**src/hw/rtl/ile_pkg.sv**
```systemverilog
// Package for the indexed list engine: sizes, request and response words,
// slot memory records, state codes. Used by every file of the block.
`timescale 1ns / 1ps

package ile_pkg;

    localparam int CAPACITY  = 256;
    localparam int WORD_BITS = 32;
    localparam int ADDR_W    = $clog2(CAPACITY);
    localparam int CNT_W     = $clog2(CAPACITY + 1);
    localparam int POS_W     = 9;

    typedef logic [ADDR_W-1:0] t_slot_idx;
    typedef logic [CNT_W-1:0]  t_count;

    typedef enum logic [2:0] {
        K_READ   = 3'd0,
        K_WRITE  = 3'd1,
        K_APPEND = 3'd2,
        K_INSERT = 3'd3,
        K_POP    = 3'd4,
        K_REMOVE = 3'd5,
        K_CLEAR  = 3'd6,
        K_NONE   = 3'd7
    } t_kind;

    typedef enum logic [1:0] {
        ST_OK    = 2'd0,
        ST_RANGE = 2'd1,
        ST_EMPTY = 2'd2,
        ST_FULL  = 2'd3
    } t_status;

    typedef struct packed {
        t_kind                        kind;
        logic [POS_W-1:0]             position;
        logic signed [WORD_BITS-1:0]  word;
    } t_req;

    typedef struct packed {
        logic signed [WORD_BITS-1:0]  read_word;
        t_status                      status;
        logic [POS_W-1:0]             count_after;
        logic                         list_empty;
    } t_rsp;

    typedef struct packed {
        logic [WORD_BITS-1:0] word;
        t_slot_idx            fwd;
        t_slot_idx            bwd;
    } t_slot;

    typedef struct packed {
        logic word;
        logic fwd;
        logic bwd;
    } t_slot_we;

    typedef struct packed {
        logic      valid;
        t_slot_idx addr;
        t_slot_we  we;
        t_slot     data;
    } t_wplan;

    typedef enum logic [2:0] {
        S_IDLE,
        S_PREP,
        S_LOC,
        S_WALK,
        S_OP,
        S_WRITE,
        S_FINISH
    } t_state;

endpackage

```
**src/hw/rtl/ile_free_mem.sv**
```systemverilog
// Free-slot stack memory: one write port and one read port, registered read.
// Depends on ile_pkg.
`timescale 1ns / 1ps

module ile_free_mem (
    input  logic               i_clk,
    input  logic               i_we,
    input  ile_pkg::t_slot_idx i_waddr,
    input  ile_pkg::t_slot_idx i_wdata,
    input  ile_pkg::t_slot_idx i_raddr,
    output ile_pkg::t_slot_idx o_rdata
);

    ile_pkg::t_slot_idx mem [ile_pkg::CAPACITY];
    ile_pkg::t_slot_idx r_rdata;

    always_ff @(posedge i_clk) begin
        if (i_we) begin
            mem[i_waddr] <= i_wdata;
        end
        r_rdata <= mem[i_raddr];
    end

    assign o_rdata = r_rdata;

endmodule

```
**config.mk**
```make
export PLATFORM = sky130hd
export DESIGN_NAME = ile_free_mem
export DESIGN_NICKNAME = d
export VERILOG_FILES = /design/src/hw/rtl/ile_pkg.sv /design/src/hw/rtl/ile_free_mem.sv
export SDC_FILE = /design/constraint.sdc
export NUM_CORES = 2
export LEC_CHECK = 0
export ABC_CLOCK_PERIOD_IN_PS = 2400
export BUFFER_PORTS_ARGS = -buffer_cell sky130_fd_sc_hd__buf_4
export CAP_MARGIN = 30
export CORE_MARGIN = 2
export CORE_UTILIZATION = 35
export DETAILED_ROUTE_END_ITERATION = 8
export PLACE_DENSITY = 0.52
export SETUP_SLACK_MARGIN = 0.02
export SYNTH_ARGS = -nofsm -noshare
export SYNTH_HDL_FRONTEND = slang
export SYNTH_SLANG_ARGS = --single-unit
```
**constraint.sdc**
```tcl
create_clock -name i_clk -period 2.4 [get_ports i_clk]
set_input_delay 0.36 -clock i_clk [delete_from_list [all_inputs] [get_ports i_clk]]
set_output_delay 0.36 -clock i_clk [all_outputs]
set_load 0.02 [all_outputs]
```
==> metrics.csv <==
metric;value;unit
status;finished clean;
setup_viol;0;
fin_tns_setup;0;ns
leakage;30.90;nW
grt_max_degree;107;
die_h;480.8;um
slew_viol_final;0;
finalCoreUtilization;42.31;%
final_cells;7659;
vdd_drop_max;0.7100;mV
pre_cts_ws;-1.259;ns
crit_arrival;3.04;ns
synth.cell_area;79560;um^2
post_cts_buffers;0;
grt_pass1_vias;41446;
syn_to_final_growth;20.52;%
syn_inst;3733;
yosys_most_used_dff;edfxtp_1;
drt_first_pass_iters;5;
drive_gt1_share;33.25;%
ys_seq_area_share;77.50;%
layout.nets;4497;
fin_area;95880;um^2
num-fill-cells;19706;
required;3.12;ns
cts_tree;done;
start_kind;register;
hpwl;140.4;mm
rsz0062_at_grt;false;
synth.distinct_cells;55;
syn_avg_cell_area;21.31;um^2
io_pins;34;
fin_crit;2.317;ns
power_density;796.8;nW/um^2
tightest_slew;0.8943;ns
vias;40651;
async_flop_share;0;%
drc;0;
crit_fanout;1;
muxShareOfSynthArea;14.62;%
cts_num_sinks;2056;
dp_cells;7260;
initial_utilization;35.11;%
synth_top_family_by_area;multiplexers;
synth_simple_gate_area_share;2.628;%
relSlewSlack;40.26;%
antenna_found_initial;10;
critPathKind;reg2reg;
layout_setup_ws;0.08307;ns
hold_path.class;in2reg;
synth_compound_area_share;3.419;%
holdWs;0.07856;ns
ys_warn_count;0;
hold_viol;0;
clock_latency;0.85;ns
routed_wirelength;217.1;mm
synth_edf_count;2048;
cts_buffers;211;
overflow;0;
rows;175;
period_share;96.54;%
coreArea;226600;um^2
maxCapViolations;0;
vias_per_cell;5.308;
grt-busiest-layer;met2;
h-tree-depth;4;
clockBufferDepth;3;
gp_congestion;0.8358;
dieArea;231100;um^2
finalClockSkew;0.04344;ns
grt_first_pass_wirelength;310.5;mm
io_buffer_count;33;
dpl_cell_area;88860;um^2
syn_nets;3759;
fmax;431.6;MHz
clock-root-buffer;clkbuf_16;
grtUsageMet3;3.170;%
dr.first_iter.drc_count;4358;
wire_per_inst;28.35;um
synthAdderAreaFrac;0;%
antenna_left;0;
met1_usage;26.51;%
die_x;480.8;um
grt_use_total;18.74;%
ys_ff_latch;2056;
clkSlewWorstSetupHoldPaths;0.06;ns
total_power;76.40;mW
synth-xor-area-share;0;%
met2_usage;30.23;%
cp-end-kind;register;
## critical path: stages (launching register included)
cell	delay, ns
edfxtp_1	0.36
mux4_2	0.47
a22o_1	0.27
a221oi_2	0.24
o221ai_2	0.23
a211oi_4	0.38
buf_4	0.18
nor4_1	0.04
## power by group
group	switching (mW)	internal (mW)
logic	2.62	1.77
registers	0.0635	39.6
clock network	13.9	18.5
total	16.5	59.9
## cells in the final DEF (no fill, tap or decap), types with 45 or more instances in the layout
cell type,Yosys,routed
a21oi_1,96,96
a22oi_1,133,133
buf_12,8,96
buf_4,27,643
clkbuf_1,111,48
clkbuf_16,0,214
clkinv_1,1,45
edfxtp_1,2048,2048
mux2i_1,134,134
mux4_2,454,454
nor2_1,282,279
## sequential cells by signal, indices dropped and copies added, names as in the netlist
name and flops:
o_rdata 8, mem 2048
## cells in the mapped netlist, drive strengths merged, types with 6 or more instances
cell       n  area share (%)
buf      122             1.3
dfxtp      8            0.20
and2       6           0.047
nor2     282             1.3
nor3      22            0.14
a221oi    14            0.16
nand2b     8           0.063
a22oi    133             1.3
edfxtp  2048              77
clkbuf   111            0.52
o211ai    10           0.094
nand2     33            0.16
a21oi     96            0.60
nor2b     31            0.24
nor4      27            0.24
o22ai     28            0.22
a22o       8           0.088
a211oi    16            0.15
nand4     10           0.079
mux4     456              13
nand3     34            0.21
o221ai    47            0.53
mux2i    134             1.7
o21ai     12           0.075
## metal layers
layer	part of all wire, %	vias up
met5	0.0060	-
met4	2.1	2
met1	43	21830
li1	-	17171
met3	6.3	269
met2	48	1379
## layout make-up
cell class	count	area (um^2)	area share [%]
Tap cell	3009	3765	3.926
Sequential cell	2056	61660	64.31
Timing Repair Buffer	758	6979	7.279
Multi-Input combinational cell	1442	16660	17.38
Clock buffer	262	5535	5.773
Antenna cell	6	15.01	0.01566
Inverter	2	7.507	0.007829
Clock inverter	124	1261	1.315
## cell families (layout without fill, tap and decap cells)
family | count (synthesis) | count (layout)
flip-flops | 2056 | 2056
multiplexers | 591 | 591
AND/OR/NAND/NOR | 466 | 466
AO/OA/AOI/OAI | 385 | 385
buffers and inverters | 235 | 1146
other | 0 | 6
## what timing repair did
item,4_1_cts,5_1_grt
hold buffers,7,0
pin swaps,3,1
resized for setup,18,4
hold endpoints to repair,245,0
setup endpoints to repair,7,5
## worst paths after layout
path,from,end,slack [ns],depth (start not counted)
setup / recovery,mem[26][5],o_rdata[5],0.08,7
hold / removal,i_wdata[6],mem[198][6],0.08,2
setup reg to reg,mem[26][5],o_rdata[5],0.08,7
hold reg to reg,mem[42][6],o_rdata[6],1.14,6
Note: power is estimated with default switching activity, not from simulation.
